--- src/rtl/pbse_pkg.sv ---
// Package with the types, codes and encoding functions of the protobuf scalar field encoder.
package pbse_pkg;

  typedef enum logic [2:0] {
    CMD_BOOL    = 3'd0,
    CMD_INT     = 3'd1,
    CMD_UINT    = 3'd2,
    CMD_SINT    = 3'd3,
    CMD_FIXED32 = 3'd4,
    CMD_FIXED64 = 3'd5,
    CMD_FLOAT   = 3'd6
  } cmd_t;

  typedef enum logic {
    PH_TAG = 1'b0,
    PH_VAL = 1'b1
  } phase_t;

  localparam logic [2:0] WT_VARINT  = 3'd0;
  localparam logic [2:0] WT_FIXED64 = 3'd1;
  localparam logic [2:0] WT_FIXED32 = 3'd5;

  localparam int unsigned CFG_IDX_W = 4;
  localparam logic [CFG_IDX_W-1:0] REG_BYTE_LIMIT  = CFG_IDX_W'(0);
  localparam logic [CFG_IDX_W-1:0] REG_SIZING_ONLY = CFG_IDX_W'(1);

  localparam logic [31:0] BYTE_LIMIT_RESET = 32'hFFFF_FFFF;

  typedef struct packed {
    logic        restart;
    logic        has_parts;
    logic [31:0] tag_word;
    logic [2:0]  tag_len;
    logic [63:0] val_word;
    logic        val_varint;
    logic [3:0]  val_len;
  } job_t;

  typedef struct packed {
    logic [31:0] byte_limit;
    logic        sizing_only;
  } cfg_t;

  function automatic logic [3:0] varint_len64(input logic [63:0] v);
    logic [3:0] n;
    n = 4'd1;
    for (int k = 1; k < 10; k++) begin
      if ((v >> (7 * k)) != 64'd0) begin
        n = n + 4'd1;
      end
    end
    return n;
  endfunction

  function automatic logic [2:0] varint_len32(input logic [31:0] v);
    logic [2:0] n;
    n = 3'd1;
    for (int k = 1; k < 5; k++) begin
      if ((v >> (7 * k)) != 32'd0) begin
        n = n + 3'd1;
      end
    end
    return n;
  endfunction

  function automatic logic [7:0] varint_byte(input logic [63:0] v, input logic [3:0] idx,
                                             input logic [3:0] len);
    logic [6:0] grp;
    grp = 7'(v >> (7 * idx));
    return {(idx != len - 4'd1), grp};
  endfunction

  function automatic logic [63:0] float_to_double(input logic [31:0] f);
    logic [7:0]  e;
    logic [22:0] m;
    logic [10:0] de;
    logic [22:0] dm;
    logic [4:0]  pos;
    logic [4:0]  lz;
    logic [23:0] sh;
    e   = f[30:23];
    m   = f[22:0];
    pos = 5'd0;
    for (int i = 0; i < 23; i++) begin
      if (m[i]) begin
        pos = 5'(i);
      end
    end
    lz = 5'd22 - pos;
    sh = {1'b0, m} << (lz + 5'd1);
    if (e == 8'hFF) begin
      de = 11'h7FF;
      dm = m;
    end else if (e == 8'h00) begin
      if (m == 23'd0) begin
        de = 11'd0;
        dm = 23'd0;
      end else begin
        de = 11'd896 - 11'(lz);
        dm = sh[22:0];
      end
    end else begin
      de = 11'(e) + 11'd896;
      dm = m;
    end
    return {f[31], de, dm, 29'd0};
  endfunction

endpackage

--- src/rtl/pbse_if.sv ---
// Channel interfaces for items, results and configuration writes.
interface pbse_item_if;
  logic        valid;
  logic        ready;
  logic        restart;
  logic [2:0]  cmd;
  logic [28:0] field_id;
  logic [63:0] value;
  modport source (output valid, restart, cmd, field_id, value, input ready);
  modport sink (input valid, restart, cmd, field_id, value, output ready);
endinterface

interface pbse_result_if;
  logic        valid;
  logic        ready;
  logic [7:0]  out_byte;
  logic        byte_valid;
  logic        last;
  logic        stream_full;
  logic [31:0] total_bytes;
  modport source (output valid, out_byte, byte_valid, last, stream_full, total_bytes,
                  input ready);
  modport sink (input valid, out_byte, byte_valid, last, stream_full, total_bytes,
                output ready);
endinterface

interface pbse_cfg_if;
  logic        valid;
  logic        ready;
  logic [3:0]  index;
  logic [31:0] data;
  modport source (output valid, index, data, input ready);
  modport sink (input valid, index, data, output ready);
endinterface

--- src/rtl/pbse_encode.sv ---
// Input register and encoder that turns one field item into a tag and value job.
module pbse_encode (
  input  logic              clk,
  input  logic              rst,
  pbse_item_if.sink         items,
  input  logic              take,
  output logic              enc_valid,
  output pbse_pkg::job_t    enc_job
);
  import pbse_pkg::*;

  logic        s1_valid;
  logic        s1_restart;
  logic [2:0]  s1_cmd;
  logic [28:0] s1_fnum;
  logic [63:0] s1_value;

  logic [63:0] vword;
  logic [2:0]  wt;
  logic        varint;
  logic [3:0]  vlen;
  logic        known;

  assign items.ready = !s1_valid || take;

  always_ff @(posedge clk) begin
    if (rst) begin
      s1_valid <= 1'b0;
    end else if (items.valid && items.ready) begin
      s1_valid <= 1'b1;
    end else if (take) begin
      s1_valid <= 1'b0;
    end
    if (items.valid && items.ready) begin
      s1_restart <= items.restart;
      s1_cmd     <= items.cmd;
      s1_fnum    <= items.field_id;
      s1_value   <= items.value;
    end
  end

  always_comb begin
    vword  = s1_value;
    wt     = WT_VARINT;
    varint = 1'b1;
    known  = 1'b1;
    unique case (cmd_t'(s1_cmd)) inside
      CMD_BOOL: begin
        vword = {63'd0, (s1_value != 64'd0)};
      end
      CMD_INT, CMD_UINT: begin
        vword = s1_value;
      end
      CMD_SINT: begin
        vword = {s1_value[62:0], 1'b0} ^ {64{s1_value[63]}};
      end
      CMD_FIXED32: begin
        vword  = {32'd0, s1_value[31:0]};
        wt     = WT_FIXED32;
        varint = 1'b0;
      end
      CMD_FIXED64: begin
        wt     = WT_FIXED64;
        varint = 1'b0;
      end
      CMD_FLOAT: begin
        vword  = float_to_double(s1_value[31:0]);
        wt     = WT_FIXED64;
        varint = 1'b0;
      end
      default: begin
        known = 1'b0;
      end
    endcase
    if (varint) begin
      vlen = varint_len64(vword);
    end else if (wt == WT_FIXED32) begin
      vlen = 4'd4;
    end else begin
      vlen = 4'd8;
    end
  end

  assign enc_valid          = s1_valid;
  assign enc_job.restart    = s1_restart;
  assign enc_job.has_parts  = known;
  assign enc_job.tag_word   = {s1_fnum, wt};
  assign enc_job.tag_len    = varint_len32({s1_fnum, wt});
  assign enc_job.val_word   = vword;
  assign enc_job.val_varint = varint;
  assign enc_job.val_len    = vlen;

endmodule

--- src/rtl/pbse_emit.sv ---
// Byte sequencer that checks the limit, keeps the byte count and drives the result register.
module pbse_emit (
  input  logic              clk,
  input  logic              rst,
  input  pbse_pkg::cfg_t    cfg_regs,
  input  logic              enc_valid,
  input  pbse_pkg::job_t    enc_job,
  output logic              take,
  pbse_result_if.source     results
);
  import pbse_pkg::*;

  logic        job_valid;
  logic        job_valid_next;
  job_t        job;
  phase_t      phase;
  phase_t      phase_next;
  logic [3:0]  idx;
  logic [3:0]  idx_next;
  logic [31:0] byte_total;
  logic [31:0] byte_total_next;

  logic        out_valid;
  logic        out_valid_next;
  logic [7:0]  out_byte;
  logic        out_bvalid;
  logic        out_last;
  logic        out_full;
  logic [31:0] out_total;

  logic        step;
  logic        part_done;
  logic        item_done;
  logic [3:0]  cur_len;
  logic [7:0]  cur_byte;
  logic        over;
  logic        load;
  logic [7:0]  r_byte;
  logic        r_bvalid;
  logic        r_full;
  logic [31:0] r_total;

  always_ff @(posedge clk) begin
    if (rst) begin
      job_valid  <= 1'b0;
      phase      <= PH_TAG;
      idx        <= 4'd0;
      byte_total <= 32'd0;
      out_valid  <= 1'b0;
    end else begin
      job_valid  <= job_valid_next;
      phase      <= phase_next;
      idx        <= idx_next;
      byte_total <= byte_total_next;
      out_valid  <= out_valid_next;
    end
    if (load) begin
      job <= enc_job;
    end
    if (step) begin
      out_byte   <= r_byte;
      out_bvalid <= r_bvalid;
      out_last   <= item_done;
      out_full   <= r_full;
      out_total  <= r_total;
    end
  end

  always_comb begin
    step     = job_valid && (!out_valid || results.ready);
    cur_len  = (phase == PH_TAG) ? {1'b0, job.tag_len} : job.val_len;
    if (phase == PH_TAG) begin
      cur_byte = varint_byte({32'd0, job.tag_word}, idx, cur_len);
    end else if (job.val_varint) begin
      cur_byte = varint_byte(job.val_word, idx, cur_len);
    end else begin
      cur_byte = 8'(job.val_word >> {idx[2:0], 3'b000});
    end
    over = ({1'b0, byte_total} + 33'(cur_len)) > {1'b0, cfg_regs.byte_limit};

    r_byte    = 8'd0;
    r_bvalid  = 1'b0;
    r_full    = 1'b0;
    r_total   = byte_total;
    part_done = 1'b0;
    item_done = 1'b0;
    if (cfg_regs.sizing_only) begin
      r_total   = byte_total + 32'(cur_len);
      part_done = 1'b1;
    end else if (idx == 4'd0 && over) begin
      r_full    = 1'b1;
      item_done = 1'b1;
    end else begin
      r_byte    = cur_byte;
      r_bvalid  = 1'b1;
      r_total   = byte_total + 32'd1;
      part_done = (idx == cur_len - 4'd1);
    end
    if (part_done && phase == PH_VAL) begin
      item_done = 1'b1;
    end

    load = !job_valid || (step && item_done);
    take = load && enc_valid;

    job_valid_next  = job_valid;
    phase_next      = phase;
    idx_next        = idx;
    byte_total_next = byte_total;
    out_valid_next  = out_valid && !results.ready;
    if (step) begin
      out_valid_next  = 1'b1;
      byte_total_next = r_total;
      if (part_done) begin
        phase_next = PH_VAL;
        idx_next   = 4'd0;
      end else begin
        idx_next = idx + 4'd1;
      end
    end
    if (load) begin
      job_valid_next = enc_valid && enc_job.has_parts;
      phase_next     = PH_TAG;
      idx_next       = 4'd0;
      if (enc_valid && enc_job.restart) begin
        byte_total_next = 32'd0;
      end
    end
  end

  assign results.valid       = out_valid;
  assign results.out_byte    = out_byte;
  assign results.byte_valid  = out_bvalid;
  assign results.last        = out_last;
  assign results.stream_full = out_full;
  assign results.total_bytes = out_total;

endmodule

--- src/rtl/protobuf_scalar_field_encoder_core.sv ---
// Top level of the protobuf scalar field encoder with the configuration registers.
//
//   Channel  Direction  Carries
//   items    in         restart, cmd, field_id, value
//   results  out        out_byte, byte_valid, last, stream_full, total_bytes
//   cfg      in         index, data (register write)
//
// An item passes an input register, is encoded, and then yields one result per cycle
// while the result register is not stalled, as the byte sequencer emits one byte a cycle.
// The next item waits in the input register while the current one is emitted.
// Reset is synchronous and clears the byte count and the limit to its maximum.
// A stalled result register holds its transfer and pauses the sequencer.
module protobuf_scalar_field_encoder_core (
  input  logic          clk,
  input  logic          rst,
  pbse_item_if.sink     items,
  pbse_result_if.source results,
  pbse_cfg_if.sink      cfg
);
  import pbse_pkg::*;

  cfg_t  cfg_regs;
  logic  enc_valid;
  job_t  enc_job;
  logic  take;

  assign cfg.ready = 1'b1;

  always_ff @(posedge clk) begin
    if (rst) begin
      cfg_regs.byte_limit  <= BYTE_LIMIT_RESET;
      cfg_regs.sizing_only <= 1'b0;
    end else if (cfg.valid) begin
      unique case (cfg.index)
        REG_BYTE_LIMIT:  cfg_regs.byte_limit  <= cfg.data;
        REG_SIZING_ONLY: cfg_regs.sizing_only <= cfg.data[0];
        default: ;
      endcase
    end
  end

  pbse_encode u_encode (
    .clk       (clk),
    .rst       (rst),
    .items     (items),
    .take      (take),
    .enc_valid (enc_valid),
    .enc_job   (enc_job)
  );

  pbse_emit u_emit (
    .clk       (clk),
    .rst       (rst),
    .cfg_regs  (cfg_regs),
    .enc_valid (enc_valid),
    .enc_job   (enc_job),
    .take      (take),
    .results   (results)
  );

endmodule
--- src/flat_wrapper.sv ---
// flat-port wrapper written by rule: the top's interface ports become plain ports
module protobuf_scalar_field_encoder_core_flat import pbse_pkg::*;
  (clk, rst, items_valid, items_restart, items_cmd, items_field_id, items_value, items_ready, results_valid, results_out_byte, results_byte_valid, results_last, results_stream_full, results_total_bytes, results_ready, cfg_valid, cfg_index, cfg_data, cfg_ready);
  pbse_item_if items_i ();
  pbse_result_if results_i ();
  pbse_cfg_if cfg_i ();
  input  logic clk;
  input  logic rst;
  input wire logic [$bits(items_i.valid)-1:0] items_valid;
  input wire logic [$bits(items_i.restart)-1:0] items_restart;
  input wire logic [$bits(items_i.cmd)-1:0] items_cmd;
  input wire logic [$bits(items_i.field_id)-1:0] items_field_id;
  input wire logic [$bits(items_i.value)-1:0] items_value;
  output wire logic [$bits(items_i.ready)-1:0] items_ready;
  output wire logic [$bits(results_i.valid)-1:0] results_valid;
  output wire logic [$bits(results_i.out_byte)-1:0] results_out_byte;
  output wire logic [$bits(results_i.byte_valid)-1:0] results_byte_valid;
  output wire logic [$bits(results_i.last)-1:0] results_last;
  output wire logic [$bits(results_i.stream_full)-1:0] results_stream_full;
  output wire logic [$bits(results_i.total_bytes)-1:0] results_total_bytes;
  input wire logic [$bits(results_i.ready)-1:0] results_ready;
  input wire logic [$bits(cfg_i.valid)-1:0] cfg_valid;
  input wire logic [$bits(cfg_i.index)-1:0] cfg_index;
  input wire logic [$bits(cfg_i.data)-1:0] cfg_data;
  output wire logic [$bits(cfg_i.ready)-1:0] cfg_ready;
  assign items_i.valid = items_valid;
  assign items_i.restart = items_restart;
  assign items_i.cmd = items_cmd;
  assign items_i.field_id = items_field_id;
  assign items_i.value = items_value;
  assign items_ready = items_i.ready;
  assign results_valid = results_i.valid;
  assign results_out_byte = results_i.out_byte;
  assign results_byte_valid = results_i.byte_valid;
  assign results_last = results_i.last;
  assign results_stream_full = results_i.stream_full;
  assign results_total_bytes = results_i.total_bytes;
  assign results_i.ready = results_ready;
  assign cfg_i.valid = cfg_valid;
  assign cfg_i.index = cfg_index;
  assign cfg_i.data = cfg_data;
  assign cfg_ready = cfg_i.ready;
  protobuf_scalar_field_encoder_core u_core (.clk(clk), .rst(rst), .items(items_i), .results(results_i), .cfg(cfg_i));
endmodule
--- config.mk ---
export PLATFORM = sky130hd
export DESIGN_NAME = protobuf_scalar_field_encoder_core_flat
export DESIGN_NICKNAME = d
export VERILOG_FILES = /design/src/rtl/pbse_pkg.sv /design/src/rtl/pbse_if.sv /design/src/rtl/pbse_encode.sv /design/src/rtl/pbse_emit.sv /design/src/rtl/protobuf_scalar_field_encoder_core.sv /design/src/flat_wrapper.sv
export SDC_FILE = /design/constraint.sdc
export NUM_CORES = 1
export LEC_CHECK = 0
export BUFFER_PORTS_ARGS = -buffer_cell sky130_fd_sc_hd__buf_2
export CAP_MARGIN = 15
export CORE_UTILIZATION = 50
export CTS_BUF_LIST = sky130_fd_sc_hd__clkbuf_4
export DETAILED_ROUTE_END_ITERATION = 10
export PLACE_DENSITY = 0.72
export SETUP_SLACK_MARGIN = 0.15
export SKIP_LAST_GASP = 1
export SLEW_MARGIN = 30
export SYNTH_ARGS = -nofsm -noshare
export SYNTH_HDL_FRONTEND = slang
export SYNTH_SLANG_ARGS = --single-unit
--- constraint.sdc ---
create_clock -name clk -period 10.6 [get_ports clk]
set_input_delay 1.06 -clock clk [delete_from_list [all_inputs] [get_ports clk]]
set_output_delay 1.06 -clock clk [all_outputs]
set_load 0.01 [all_outputs]
==> flow_metrics.tcl <==
set metrics [dict create \
    crit_path_max_fanout 13 \
    ctsResizeCount 0 \
    hold_slack_ns 0.418 \
    ys_types 90 \
    syn-cell-area_mm2 0.0193 \
    die_h_um 198 \
    cts.sinks 316 \
    vdd.ir_drop.worst_mv 0.0962 \
    timing.final.ws_setup_ns 1.34 \
    ant_nets 0 \
    syn_inst 1919 \
    regToRegSetupSlack_ns 1.34 \
    met3_length_mm 5.55 \
    worstPathArrival_ns 9.78 \
    synth-edff-count 243 \
    dieArea_mm2 0.0393 \
    hold_viol 0 \
    powerDensity_mw_per_mm2 140 \
    cts_hold_buf 0 \
    ys_async_sr_fraction_pct 0 \
    ys_ff_latch 316 \
    grt_pass1_vias 15632 \
    rsz0062_at_grt "no" \
    area_delta_synth_final_pct 12.6 \
    dp_worst_setup_slack_ns 1.54 \
    synth.avg_cell_area_um2 10.0 \
    drt_iter0_markers 1432 \
    utilization_pct 57.4 \
    run_status "finished, final reports clean" \
    rows 71 \
    leakage_nw 8.50 \
    ys_warn_count 0 \
    antenna_found_initial 4 \
    cp-start-kind "flip-flop" \
    synth.area.top_cells "edfxtp_1 38%, dfxtp_1 7.6%, xnor2_1 4.6%" \
    grt_util_all_layers_pct 32.4 \
    nets 2281 \
    postCtsSetupRepairBufs 0 \
    seq_area_frac_synth_pct 45.5 \
    clkLatencyLatePin_ns 0.81 \
    setup_viol 0 \
    slew_violations 0 \
    setup_tns_ns 0 \
    worstHoldPathType "input port to flip-flop" \
    grt_pass1_wl_mm 94.3 \
    drc_errors 0 \
    drt_wl_total_mm 63.4 \
    path_clk_slew_ns 0.06 \
    end_kind "flip-flop" \
    fin_skew_ns 0.0635 \
    required_ns 11.11 \
    cts.path.max_buffers 3 \
    pin_count 184 \
    min_period_over_period_pct 87.4 \
    max-cap-violations 0 \
    vias_per_cell 6.27 \
    cts_tree "done" \
    tightest_slew_ns 1.13 \
    port_buffers 182 \
    num_vias 16600 \
    wl_met1_mm 25.5 \
    htreeDepth 3 \
    maxSlewHeadroom_pct 23.6 \
    path_class "flip-flop to flip-flop" \
    die_x_um 198 \
    dr.pass1.iters 7 \
    synthFlopType "edfxtp_1" \
    cts_buffers 83 \
    synth_top_area_share_pct 37.9 \
    fmax_ghz 0.108 \
    cts_root_buffer "clkbuf_4" \
    top_layer "met5" \
    start_util_pct 51.0 \
    min_period_ns 9.26 \
    place.gp.congestion 1.01 \
    yosysTopAreaCell "edfxtp_1" \
    wl_met2_mm 29.3 \
    syn-num-nets 2116 \
    wire_per_inst_um 23.9 \
    grt_max_degree 90 \
    core_area_mm2 0.0378 \
    slowest_delay_ns 0.76 \
    layout_common_cells "243 x edfxtp_1, 185 x nor2_1, 182 x buf_2" \
    total_power_mw 3.03 \
    drive_gt1_share_pct 20.5 \
    final_common_cell "edfxtp_1" \
    dpl.hpwl_mm 47.4 \
    overflow 0 \
    cp_slowest_cell "edfxtp_1" \
    cp_common_cell "inv_1" \
]
[cells by family (layout without fill, tap and decap cells)]
kind of cell	count (synthesis)	in the layout	share of synthesized area [%]
adders and majority gates	59	59	3.95
AOI/OAI and AO/OA	516	516	18.3
and+or+nand+nor	572	572	14.5
other	1	2	0.0195
xor gates and xnor gates	164	164	7.50
DFF	316	316	45.5
muxes	63	63	5.64
buffers and inverters	228	446	4.55
[cell usage after synthesis, types with 11 or more instances]
cell type  number
nand3_1        34
edfxtp_1      243
a21o_1         16
and3_1         11
or4_1          14
nand2b_1       16
nor3_1         41
xnor2_1       102
o21a_1         13
inv_1          78
or3_1          12
o22ai_1        23
nor4_1         27
a211o_1        35
o211ai_1       19
nand2_1       146
nor2b_1        17
o31ai_1        14
a22oi_1        12
nand4_1        25
buf_1          16
a31oi_1        18
mux4_2         36
o32ai_1        12
nor2_1        185
mux2i_1        23
clkbuf_1      118
dfxtp_1        73
a2111oi_0      11
o21ai_0       113
xor2_1         61
a211oi_1       35
a21oi_1        95
ha_1           56
and2_1         14
[state kept, by name, summed over array words and instances, names as in the netlist, 3 cells and up]
register	flops
u_core.u_encode.s1_fnum	29
u_core.u_emit.idx	4
u_core.cfg_regs	33
u_core.u_emit.job	103
u_core.u_emit.byte_total	32
u_core.u_emit.results.total_bytes	32
u_core.u_encode.s1_value	64
u_core.u_encode.s1_cmd	3
u_core.u_emit.results.out_byte	8
[worst paths after layout]
| path | to | depth (start not counted) | from |
|---|---|---|---|
| max | u_core.u_emit.job[3] | 36 | u_core.u_encode.s1_value[3] |
| min | u_core.u_encode.s1_value[37] | 1 | items_value[37] |
| max reg2reg | u_core.u_emit.job[3] | 36 | u_core.u_encode.s1_value[3] |
| min reg2reg | u_core.u_emit.job[77] | 0 | u_core.u_encode.s1_fnum[2] |
[final cells by class]
type / count / area (um2)
inverters: 82 / 308
diodes: 1 / 2.50
repair buffers: 226 / 1240
fillers: 3281 / 16100
multi-input cells: 1375 / 9670
clock buffers: 121 / 908
flip-flops and latches: 316 / 8760
clock inverters: 17 / 138
well taps: 511 / 639
[per-layer routing]
metal	global-route usage, %	up-vias
li1	-	7557
met1	41.9	7960
met2	51.8	907
met3	5.88	174
met4	16.8	2
met5	0	-
[stage by stage]
stage | cell area (um2) | cells
global placement | 20600 | 2510
CTS | 21700 | 2648
floorplan | 19300 | 1919
global route | 21700 | 2649
detailed placement | 20600 | 2510
finish | 21700 | 2649
[worst max-delay path, delay by kind of cell, from the launching register on]
kind                       cells  cell delay [ns]
AOI/OAI and AO/OA              9             1.70
xor gates and xnor gates       2             0.38
adders and majority gates      4             1.33
buffers and inverters          4             0.79
DFF                            1             0.76
and+or+nand+nor               17             4.02
[where the power goes]
| part | switching, mW | internal (mW) | total [mW] | leakage [nW] |
|---|---|---|---|---|
| clock | 0.513 | 0.569 | 1.08 | 0.618 |
| combinational | 0.274 | 0.155 | 0.429 | 4.83 |
| sequential | 0.0807 | 1.44 | 1.52 | 3.05 |
| total | 0.868 | 2.16 | 3.03 | 8.50 |
(Power assumes the default switching activity.)
